==> src/hdl/pcq_pkg.sv <==
package pcq_pkg;

  // default bank geometry
  localparam int NUM_QUEUES_DEF  = 32;
  localparam int QUEUE_DEPTH_DEF = 8;

  // fixed field widths
  localparam int ID_W   = 16;
  localparam int QIDX_W = 5;
  localparam int CNT_W  = 4;
  localparam int CAP_W  = 4;

  localparam logic [CAP_W-1:0] CAP_RESET = 4'd5;

  typedef enum logic {
    OP_ADD  = 1'b0,
    OP_TAKE = 1'b1
  } op_t;

  typedef enum logic [1:0] {
    ST_ADDED  = 2'd0,
    ST_FULL   = 2'd1,
    ST_SERVED = 2'd2,
    ST_EMPTY  = 2'd3
  } status_t;

endpackage

==> src/hdl/pcq_in_if.sv <==
interface pcq_in_if import pcq_pkg::*; ();
  logic              valid;
  logic              ready;
  op_t               operation;
  logic [QIDX_W-1:0] queue_index;
  logic [ID_W-1:0]   entry_id;
  logic              urgent;

  modport source (
    output valid, operation, queue_index, entry_id, urgent,
    input  ready
  );

  modport sink (
    input  valid, operation, queue_index, entry_id, urgent,
    output ready
  );
endinterface

==> src/hdl/pcq_out_if.sv <==
interface pcq_out_if import pcq_pkg::*; ();
  logic             valid;
  logic             ready;
  status_t          status;
  logic [ID_W-1:0]  served_id;
  logic [CNT_W-1:0] count_after;

  modport source (
    output valid, status, served_id, count_after,
    input  ready
  );

  modport sink (
    input  valid, status, served_id, count_after,
    output ready
  );
endinterface

==> src/hdl/per_class_queue_with_urgent_insert.sv <==
// channel   direction  handshake      payload
// in_chan   in         valid/ready    operation, queue_index, entry_id, urgent
// out_chan  out        valid/ready    status, served_id, count_after
// cfg_*     in         write enable   cfg_wdata = capacity_in_use
//
// items are worked on one at a time: accept and read the queue descriptor
// memory, then decide, write it back and write or read the entry memory, then
// load the output register
// rst_n is synchronous; it clears control state, the per-queue valid bits and
// the capacity (back to 5); no clearing pass over the memories is needed
// a full output register holds the block in its last step; in_chan.ready is
// high again as soon as the result moves into the output register
module per_class_queue_with_urgent_insert import pcq_pkg::*; #(
  parameter int NUM_QUEUES  = NUM_QUEUES_DEF,
  parameter int QUEUE_DEPTH = QUEUE_DEPTH_DEF
) (
  input  logic             clk,
  input  logic             rst_n,
  pcq_in_if.sink           in_chan,
  pcq_out_if.source        out_chan,
  input  logic             cfg_we,
  input  logic [CAP_W-1:0] cfg_wdata
);

  // widths derived from the bank geometry
  localparam int QW      = (NUM_QUEUES > 1) ? $clog2(NUM_QUEUES) : 1;
  localparam int SW      = (QUEUE_DEPTH > 1) ? $clog2(QUEUE_DEPTH) : 1;
  localparam int CW      = $clog2(QUEUE_DEPTH + 1);
  localparam int MW      = SW + CW;
  localparam int ENTRIES = NUM_QUEUES * QUEUE_DEPTH;
  localparam int AW      = (ENTRIES > 1) ? $clog2(ENTRIES) : 1;
  localparam int SUMW    = CW + 1;

  typedef enum logic [1:0] {
    S_IDLE,
    S_META,
    S_DONE
  } state_t;

  state_t state_r;

  // configuration
  logic [CAP_W-1:0] cap_r;

  // item being worked on
  op_t               op_r;
  logic [QIDX_W-1:0] q_r;
  logic [ID_W-1:0]   id_r;
  logic              urg_r;

  // result waiting for the output register
  status_t         res_status_r;
  logic [CW-1:0]   res_cnt_r;

  // output register
  logic             out_valid_r;
  status_t          out_status_r;
  logic [ID_W-1:0]  out_id_r;
  logic [CNT_W-1:0] out_cnt_r;

  // queue descriptor memory: {head slot, count} per queue
  logic [MW-1:0]         meta_mem [NUM_QUEUES];
  logic [NUM_QUEUES-1:0] meta_vld_r;
  logic [MW-1:0]         meta_rd_r;
  logic                  meta_hit_r;

  // entry memory, one ring of QUEUE_DEPTH slots per queue
  logic [ID_W-1:0] store_mem [ENTRIES];
  logic [ID_W-1:0] store_rd_r;

  logic          in_fire;
  logic          out_free;
  logic [QW-1:0] rd_qa;
  logic [QW-1:0] qa;
  logic          in_range;
  logic [SW-1:0] head;
  logic [CW-1:0] cnt;
  int            cap_lim;
  logic          full;
  logic [SW-1:0] head_prev;
  logic [SW-1:0] head_next;
  logic [SUMW-1:0] tail_sum;
  logic [SW-1:0] tail;
  logic          do_add;
  logic          do_take;
  logic [SW-1:0] head_new;
  logic [CW-1:0] cnt_new;
  logic [SW-1:0] slot;
  logic [AW-1:0] base;
  logic [AW-1:0] st_addr;
  logic          meta_we;
  logic          st_we;
  logic          st_re;
  status_t       status;
  logic [CW-1:0] cnt_after;

  assign in_fire  = in_chan.valid && in_chan.ready;
  assign out_free = !out_valid_r || out_chan.ready;
  assign rd_qa    = QW'(in_chan.queue_index);

  assign in_chan.ready        = (state_r == S_IDLE);
  assign out_chan.valid       = out_valid_r;
  assign out_chan.status      = out_status_r;
  assign out_chan.served_id   = out_id_r;
  assign out_chan.count_after = out_cnt_r;

  // decision step, valid while in S_META
  always_comb begin
    in_range = (32'(q_r) < NUM_QUEUES);
    qa       = QW'(q_r);
    // a queue never written reads as empty with head at slot zero
    head = meta_hit_r ? meta_rd_r[MW-1:CW] : '0;
    cnt  = meta_hit_r ? meta_rd_r[CW-1:0] : '0;

    // capacity beyond the ring depth is clipped to the depth
    cap_lim = (32'(cap_r) > QUEUE_DEPTH) ? QUEUE_DEPTH : 32'(cap_r);
    full    = (32'(cnt) >= cap_lim);

    // ring slot arithmetic
    head_prev = (head == '0) ? SW'(QUEUE_DEPTH - 1) : head - SW'(1);
    head_next = (32'(head) + 1 >= QUEUE_DEPTH) ? '0 : head + SW'(1);
    tail_sum  = SUMW'(head) + SUMW'(cnt);
    tail      = (32'(tail_sum) >= QUEUE_DEPTH) ? SW'(tail_sum - SUMW'(QUEUE_DEPTH))
                                               : SW'(tail_sum);

    do_add  = in_range && (op_r == OP_ADD) && !full;
    do_take = in_range && (op_r == OP_TAKE) && (cnt != '0);

    head_new = head;
    cnt_new  = cnt;
    slot     = head;
    if (do_add) begin
      cnt_new = cnt + CW'(1);
      if (urg_r) begin
        // urgent entry goes in front of the head
        head_new = head_prev;
        slot     = head_prev;
      end else begin
        slot = tail;
      end
    end else if (do_take) begin
      cnt_new  = cnt - CW'(1);
      head_new = head_next;
    end

    base    = AW'(32'(qa) * QUEUE_DEPTH);
    st_addr = base + AW'(slot);

    if (!in_range) begin
      status    = (op_r == OP_TAKE) ? ST_EMPTY : ST_FULL;
      cnt_after = '0;
    end else if (op_r == OP_ADD) begin
      status    = do_add ? ST_ADDED : ST_FULL;
      cnt_after = cnt_new;
    end else begin
      status    = do_take ? ST_SERVED : ST_EMPTY;
      cnt_after = cnt_new;
    end

    meta_we = (state_r == S_META) && (do_add || do_take);
    st_we   = (state_r == S_META) && do_add;
    st_re   = (state_r == S_META) && do_take;
  end

  // descriptor memory, read on accept, written back in the decision step
  always_ff @(posedge clk) begin
    if (in_fire) begin
      meta_rd_r <= meta_mem[rd_qa];
    end
    if (meta_we) begin
      meta_mem[qa] <= {head_new, cnt_new};
    end
  end

  // per-queue valid bits stand in for the all-zero reset of the descriptors
  always_ff @(posedge clk) begin
    if (!rst_n) begin
      meta_vld_r <= '0;
      meta_hit_r <= 1'b0;
    end else begin
      if (in_fire) begin
        meta_hit_r <= meta_vld_r[rd_qa];
      end
      if (meta_we) begin
        meta_vld_r[qa] <= 1'b1;
      end
    end
  end

  // entry memory
  always_ff @(posedge clk) begin
    if (st_we) begin
      store_mem[st_addr] <= id_r;
    end
    if (st_re) begin
      store_rd_r <= store_mem[st_addr];
    end
  end

  // capacity register
  always_ff @(posedge clk) begin
    if (!rst_n) begin
      cap_r <= CAP_RESET;
    end else if (cfg_we) begin
      cap_r <= cfg_wdata;
    end
  end

  // sequencer and output register
  always_ff @(posedge clk) begin
    if (!rst_n) begin
      state_r     <= S_IDLE;
      out_valid_r <= 1'b0;
    end else begin
      // in S_DONE the output register is reloaded below instead
      if (out_valid_r && out_chan.ready && (state_r != S_DONE)) begin
        out_valid_r <= 1'b0;
      end
      case (state_r)
        S_IDLE: begin
          if (in_fire) begin
            op_r    <= in_chan.operation;
            q_r     <= in_chan.queue_index;
            id_r    <= in_chan.entry_id;
            urg_r   <= in_chan.urgent;
            state_r <= S_META;
          end
        end
        S_META: begin
          res_status_r <= status;
          res_cnt_r    <= cnt_after;
          state_r      <= S_DONE;
        end
        S_DONE: begin
          if (out_free) begin
            out_valid_r  <= 1'b1;
            out_status_r <= res_status_r;
            out_id_r     <= (res_status_r == ST_SERVED) ? store_rd_r : '0;
            out_cnt_r    <= CNT_W'(res_cnt_r);
            state_r      <= S_IDLE;
          end
        end
        default: begin
          state_r <= S_IDLE;
        end
      endcase
    end
  end

endmodule
==> src/flat_wrapper.sv <==
// flat-port wrapper written by rule: the top's interface ports become plain ports
module per_class_queue_with_urgent_insert_flat import pcq_pkg::*;
#(
  parameter int NUM_QUEUES  = NUM_QUEUES_DEF,
  parameter int QUEUE_DEPTH = QUEUE_DEPTH_DEF
)
  (clk, rst_n, cfg_we, cfg_wdata, in_chan_valid, in_chan_operation, in_chan_queue_index, in_chan_entry_id, in_chan_urgent, in_chan_ready, out_chan_valid, out_chan_status, out_chan_served_id, out_chan_count_after, out_chan_ready);
  pcq_in_if in_chan_i ();
  pcq_out_if out_chan_i ();
  input  logic clk;
  input  logic rst_n;
  input  logic cfg_we;
  input  logic [CAP_W-1:0] cfg_wdata;
  input wire logic [$bits(in_chan_i.valid)-1:0] in_chan_valid;
  input wire logic [$bits(in_chan_i.operation)-1:0] in_chan_operation;
  input wire logic [$bits(in_chan_i.queue_index)-1:0] in_chan_queue_index;
  input wire logic [$bits(in_chan_i.entry_id)-1:0] in_chan_entry_id;
  input wire logic [$bits(in_chan_i.urgent)-1:0] in_chan_urgent;
  output wire logic [$bits(in_chan_i.ready)-1:0] in_chan_ready;
  output wire logic [$bits(out_chan_i.valid)-1:0] out_chan_valid;
  output wire logic [$bits(out_chan_i.status)-1:0] out_chan_status;
  output wire logic [$bits(out_chan_i.served_id)-1:0] out_chan_served_id;
  output wire logic [$bits(out_chan_i.count_after)-1:0] out_chan_count_after;
  input wire logic [$bits(out_chan_i.ready)-1:0] out_chan_ready;
  assign in_chan_i.valid = in_chan_valid;
  assign in_chan_i.operation = in_chan_operation;
  assign in_chan_i.queue_index = in_chan_queue_index;
  assign in_chan_i.entry_id = in_chan_entry_id;
  assign in_chan_i.urgent = in_chan_urgent;
  assign in_chan_ready = in_chan_i.ready;
  assign out_chan_valid = out_chan_i.valid;
  assign out_chan_status = out_chan_i.status;
  assign out_chan_served_id = out_chan_i.served_id;
  assign out_chan_count_after = out_chan_i.count_after;
  assign out_chan_i.ready = out_chan_ready;
  per_class_queue_with_urgent_insert #(.NUM_QUEUES(NUM_QUEUES), .QUEUE_DEPTH(QUEUE_DEPTH)) u_core (.clk(clk), .rst_n(rst_n), .in_chan(in_chan_i), .out_chan(out_chan_i), .cfg_we(cfg_we), .cfg_wdata(cfg_wdata));
endmodule
==> config.mk <==
export PLATFORM = sky130hd
export DESIGN_NAME = per_class_queue_with_urgent_insert_flat
export DESIGN_NICKNAME = d
export VERILOG_FILES = /design/src/hdl/pcq_pkg.sv /design/src/hdl/pcq_in_if.sv /design/src/hdl/pcq_out_if.sv /design/src/hdl/per_class_queue_with_urgent_insert.sv /design/src/flat_wrapper.sv
export SDC_FILE = /design/constraint.sdc
export NUM_CORES = 2
export LEC_CHECK = 0
export BUFFER_PORTS_ARGS = -buffer_cell sky130_fd_sc_hd__buf_2
export CAP_MARGIN = 20
export CORE_MARGIN = 4
export CORE_UTILIZATION = 38
export DETAILED_ROUTE_END_ITERATION = 8
export GPL_TIMING_DRIVEN = 0
export SYNTH_ARGS = -nofsm -noshare
export SYNTH_HDL_FRONTEND = slang
export SYNTH_MEMORY_MAX_BITS = 65536
export SYNTH_SLANG_ARGS = --single-unit
==> constraint.sdc <==
create_clock -name clk -period 5.96 [get_ports clk]
set_input_delay 1.192 -clock clk [delete_from_list [all_inputs] [get_ports clk]]
set_output_delay 1.192 -clock clk [all_outputs]
set_load 0.005 [all_outputs]
## Word level (Yosys, flattened, before mapping)

Memories as Yosys holds them, arrays and structs flattened. A register that Yosys moved wholly into a read port is not among the register bits.
Index checks and enable logic that the tools add are counted.

| word-level totals | value |
|---|---|
| flip-flop bits (word level) | 91 |
| bits in writable memories | 4,320 |
| input bits | 32 |
| output and inout bits | 24 |
| word-level logic and storage cells | 89 |
| memories | 2 |

| operators by class | value |
|---|---|
| add/sub/neg operators | 8 |
| magnitude comparators | 7 |
| equality and inequality tests | 6 |
| mux-type cells | 30 |
| bitwise gates (word level) | 2 |
| reductions and logical operators | 20 |

Memories:

| memory | words | bits a word | read ports | clocked after memory_dff | write ports | line | RTL |
|---|---|---|---|---|---|---|---|
| u_core.store_mem | 256 | 16 | 1 | 1 | 1 | per_class_queue_with_urgent_insert.sv:68 | `logic [ID_W-1:0] store_mem [ENTRIES];` |
| u_core.meta_mem | 32 | 7 | 1 | 1 | 1 | per_class_queue_with_urgent_insert.sv:62 | `logic [MW-1:0] meta_mem [NUM_QUEUES];` |

Operator list:

| cell | count |
|---|---|
| 32-bit by 4-bit greater-or-equal comparator with 1-bit output, second input constant | 1 |
| 4-bit by 32-bit greater-or-equal comparator with 1-bit output | 1 |
| 32-bit bitwise OR | 1 |
| 3-bit 2-to-1 mux | 9 |
| 4-bit 2-to-1 mux | 4 |
| 5-bit by 6-bit < comparator with 1-bit output, second input constant | 2 |
| 1-bit 2-to-1 mux | 11 |
| 1-bit logical AND | 9 |
| 8-bit by 3-bit adder with 8-bit output | 1 |
| 2-bit 2-to-1 mux | 3 |
| 2-bit one-hot mux with 3 select lines | 1 |
| 3-bit AND reduction | 2 |
| 3-bit by 1-bit subtractor with 3-bit output, second input constant | 2 |
| 3-bit by 4-bit adder with 5-bit output | 1 |
| 1-bit binary-select mux with 5-bit select | 1 |
| 1-bit demux with 5-bit select | 1 |
| 5-bit by 1-bit greater-or-equal comparator with 1-bit output, second input constant | 1 |
| 5-bit by 4-bit greater-or-equal comparator with 1-bit output, second input constant | 1 |
| 3-bit by 1-bit adder with 4-bit output, second input constant | 1 |
| 4-bit by 1-bit adder with 4-bit output, second input constant | 1 |
| 2-bit equality test, second input constant | 2 |
| 4-bit greater-than comparator, second input constant | 1 |
| 2-bit inequality test, second input constant | 2 |
| 2-bit AND reduction | 2 |
| 10 further kinds | 12 |

## Depth between registers and ports, before layout

| depth | value |
|---|---|
| word-level depth | 9 |
| mapped depth | 20 |
| depth with buffers taken out | 14 |

## Worst setup path before layout

No wires, ideal clock.

| path | value |
|---|---|
| kind | reg-to-reg |
| start point | register u_core.meta_rd_r[4] (read register of u_core.meta_mem) |
| end point | memory u_core.store_mem[130][0] (enable) |
| arrival time | 4.278 ns |
| required time | 5.571 ns |
| setup slack | 1.294 ns |
| cell stages (with the launch flop) | 19 |
| path buffers | 9 |
| clock period less this slack | 4.666 ns |
| cell sequence | edfxtp_1 > nand2_1 > clkbuf_1 > clkbuf_1 > clkbuf_1 > ha_1 > ha_1 > nand2b_1 > o211ai_1 > o32a_1 > buf_2 > buf_6 > buf_4 > buf_2 > buf_2 > nor2_1 > nand2_1 > clkbuf_1 > nor2_1 |

| on the way | value |
|---|---|
| cells in the longest elaborated chain, start to end | 7 |

RTL lines:

| element | line | RTL |
|---|---|---|
| start, declared | per_class_queue_with_urgent_insert.sv:64 | `logic [MW-1:0] meta_rd_r;` |
| 3-bit 2-to-1 mux (*) | per_class_queue_with_urgent_insert.sv:112 | `head = meta_hit_r ? meta_rd_r[MW-1:CW] : '0;` |
| 3-bit by 4-bit adder with 5-bit output | per_class_queue_with_urgent_insert.sv:122 | `tail_sum = SUMW'(head) + SUMW'(cnt);` |
| 5-bit by 4-bit greater-or-equal comparator with 1-bit output / 3-bit by 1-bit subtractor with 3-bit output (equally long branches) | per_class_queue_with_urgent_insert.sv:123 | `tail = (32'(tail_sum) >= QUEUE_DEPTH) ? SW'(tail_sum - SUMW'(QUEUE_DEPTH))` |
| 3-bit 2-to-1 mux | per_class_queue_with_urgent_insert.sv:123 |  |
| 3-bit 2-to-1 mux | per_class_queue_with_urgent_insert.sv:134 | `if (urg_r) begin` |
| 3-bit 2-to-1 mux (*) | per_class_queue_with_urgent_insert.sv:132 | `if (do_add) begin` |
| 8-bit by 3-bit adder with 8-bit output (*) | per_class_queue_with_urgent_insert.sv:147 | `st_addr = base + AW'(slot);` |
| end, declared | per_class_queue_with_urgent_insert.sv:68 |  |

Mark *: on every way between the ends. The rest lies on a longest branch, timed or not.

## Final worst setup path

| path | value |
|---|---|
| start point | register u_core.q_r[1] |
| end point | register u_core.store_rd_r[11] (read register of u_core.store_mem) (data pin) |

| on the way | value |
|---|---|
| cells in the longest elaborated chain, start to end | 1 |

RTL lines:

| element | line | RTL |
|---|---|---|
| start, declared | per_class_queue_with_urgent_insert.sv:47 | `logic [QIDX_W-1:0] q_r;` |
| start signal, assigned | per_class_queue_with_urgent_insert.sv:223 | `q_r <= in_chan.queue_index;` |
| 8-bit by 3-bit adder with 8-bit output | per_class_queue_with_urgent_insert.sv:147 |  |
| end, declared | per_class_queue_with_urgent_insert.sv:69 | `logic [ID_W-1:0] store_rd_r;` |

Every way passes these cells.
A chain may end at the register's enable or synchronous reset.

==> results_dict.tcl <==
set metrics [dict create \
    crit_path_cell_trace "clkbuf_1 > buf_6 > and2_1 > clkbuf_1 > nand2_1 > nor2_1 > buf_4 > a2111oi_4 > nand4_1 > o41ai_2 > buf_2 > o32ai_4" \
    synth_ff_type "edfxtp_1" \
    clockRootBuffer "clkbuf_16" \
    area_growth_pct 20.6 \
    antenna_left 0 \
    wl_per_cell_um 34.2 \
    synthTopCellsByArea "edfxtp_1, mux2i_1, nand2_1" \
    hold_slack_ns 0.365 \
    seqCellArea_um2 133000 \
    reg2reg_depth 12 \
    synth_area_um2 177000 \
    grt_pass1_vias 106056 \
    cts_buffers 449 \
    routed_via_density 5.91 \
    cpMaxStageDelayCell "nor2_1" \
    cts.clk_slew.worst_paths_ns 0.06 \
    violations "negative setup slack" \
    fmax_mhz 162 \
    final-setup-viol-count 149 \
    startpoint_type "flop" \
    tightest_slew_ns 1.31 \
    postSynth.asyncResetShare 0 \
    grt_max_degree 34 \
    antenna_found_initial 72 \
    yosys_warnings 0 \
    finalNetCount 12761 \
    start_util 0.381 \
    required_ns 6.73 \
    ir_worst_vdd_v 0.000276 \
    hold_class "in -> reg" \
    fillers 39673 \
    yosysTopAreaCellShare 0.746 \
    whs_path_depth 1 \
    routed-via-count 114039 \
    crit_arrival_ns 6.94 \
    synthCells 11640 \
    std_cell_rows 250 \
    cts_tree "yes" \
    crit_start "u_core.q_r[1]" \
    dieArea_um2 477000 \
    place_congestion 1.00 \
    die_width_um 690 \
    ys_seq_area_frac 0.750 \
    drc 0 \
    dp.final_hpwl_mm 483 \
    cts_max_path_buffers 4 \
    powerDensity_nw_per_um2 338 \
    track_usage 0.267 \
    timing.rr.start "u_core.q_r[1]" \
    grt_pass1_wl_mm 886 \
    clock_latency_ns 1.07 \
    finalWirelength_mm 660 \
    multi_input_area_um2 42800 \
    drtPass1Iterations 8 \
    synth_top_cell_by_area "edfxtp_1" \
    fin_ws_ns -0.209 \
    grt-ovfl-total 0 \
    syn_nets 11683 \
    crit_type "reg -> reg" \
    htreeDepth 5 \
    cpMostUsedCell "clkbuf_1" \
    slowest_delay_ns 1.19 \
    maxSlewViolCount 0 \
    core_um2 464000 \
    maxCapViolCount 0 \
    endpoint_kind "flop" \
    max-slew-margin-rel 0.127 \
    cts.sinks 4434 \
    portBuffers 54 \
    synth_edf_count 4394 \
    fin_crit_ns 6.17 \
    ioPinCount 56 \
    postCtsHoldBufs 0 \
    p_leak_nw 72.0 \
    status "finished with violations" \
    p_total_mw 72.2 \
    drive_gt1_frac 0.189 \
    fin_worst_skew_ns 0.0736 \
    period_share 1.03 \
    die_h_um 690 \
    synth.most_common_cell "edfxtp_1" \
    finalHoldViolations 0 \
    ys_ff_latch 4434 \
    synth_common_cells "edfxtp_1, nand2_1, nand3_1" \
    rsz0062_at_grt "yes" \
    ys_types 74 \
    syn_area_per_cell_um2 15.2 \
    hold_start "in_chan_queue_index[4]" \
    drt_iter0_markers 17868 \
    critical_path.max_fanout 10 \
]
-- through the flow --
step | cells | area, um2 | setup WS (ns) | util | setup TNS, ns
detailed placement | 18410 | 196000 | -3.65 | 0.423 | -7634.35
floorplan | 11640 | 177000 | 1.29 | - | 0
finish | 19285 | 213000 | -0.209 | 0.460 | -12.45
CTS | 19239 | 213000 | -0.278 | 0.458 | -15.07
global route | 19264 | 213000 | -0.0935 | 0.460 | -3.06
global placement | 17868 | 185000 | -5.71 | 0.399 | -
-- sequential cells by signal, summed over array words and instances (netlist names), 5 cells and up --
| signal | flops |
|---|---|
| u_core.meta_mem | 224 |
| u_core.meta_vld_r | 32 |
| u_core.q_r | 5 |
| u_core.out_chan.served_id | 16 |
| u_core.store_mem | 4096 |
| u_core.id_r | 16 |
| u_core.store_rd_r | 16 |
| u_core.meta_rd_r | 7 |
-- routing by layer --
layer / vias to the layer above / wire (um) / GRT usage
li1: 47259 / - / -
met1: 58046 / 249000 / 0.352
met2: 7233 / 286000 / 0.395
met3: 1463 / 82700 / 0.0828
met4: 38 / 41900 / 0.147
met5: - / 593 / 0.00480
-- logic make-up (layout without fill, tap and decap cells) --
group                    Yosys count  in the layout  synth area share
AO/OA/AOI/OAI                   1341           1341            0.0603
flip-flops                      4434           4434             0.750
adder cells (fa/ha/maj)           11             11          0.000820
AND/OR/NAND/NOR                 3753           3753            0.0901
buffers and inverters            876           2317            0.0220
other                              0             30                 0
multiplexers                    1220           1220            0.0762
XOR/XNOR                           5              5          0.000248
-- worst max-delay path, delay by kind of cell, from the launching register on --
| kind | cells | cell delay [ns] |
|---|---|---|
| flops | 1 | 0.33 |
| simple gates | 4 | 2.59 |
| compound gates | 3 | 0.63 |
| buf+inv | 5 | 2.32 |
-- layout make-up --
type,count,area share
Sequential cell,4434,0.622
Multi-Input combinational cell,6330,0.201
Clock buffer,563,0.0558
Timing Repair Buffer,633,0.0530
Tap cell,6174,0.0362
Buffer,824,0.0207
Clock inverter,251,0.0101
Inverter,46,0.000833
Antenna cell,30,0.000352
-- power breakdown --
part | leakage, nW | switching [mW] | internal, mW
Sequential | 39.8 | 0.0416 | 34.2
Clock | 6.85 | 12.2 | 15.3
Combinational | 25.3 | 7.56 | 2.89
Total | 72.0 | 19.8 | 52.4
-- worst paths after layout --
check,slack [ns],end
setup reg to reg,-0.21,u_core.store_rd_r[11]
hold / removal,0.36,u_core.q_r[4]
setup / recovery,-0.21,u_core.store_rd_r[11]
hold reg to reg,0.42,u_core.out_chan.count_after[2]
-- layout by cell type, fill, tap and decap left out, drive strengths merged, types with 129 or more instances in the layout --
cell type / netlist / routed
mux2i: 1082 / 1082
o221a: 188 / 188
clkbuf: 417 / 981
nand3: 1139 / 1139
buf: 413 / 1030
edfxtp: 4394 / 4394
a21oi: 129 / 129
nand2: 2059 / 2059
nor2: 376 / 376
a211oi: 319 / 319
a31oi: 174 / 174
clkinv: 1 / 197
-- timing repair --
item,4_1_cts,5_1_grt
setup buffers,17,14
gates resized for setup,462,152
setup endpoints to repair,4112,1444
pin swaps,48,33
No activity file was read; power rests on OpenSTA's default activity.
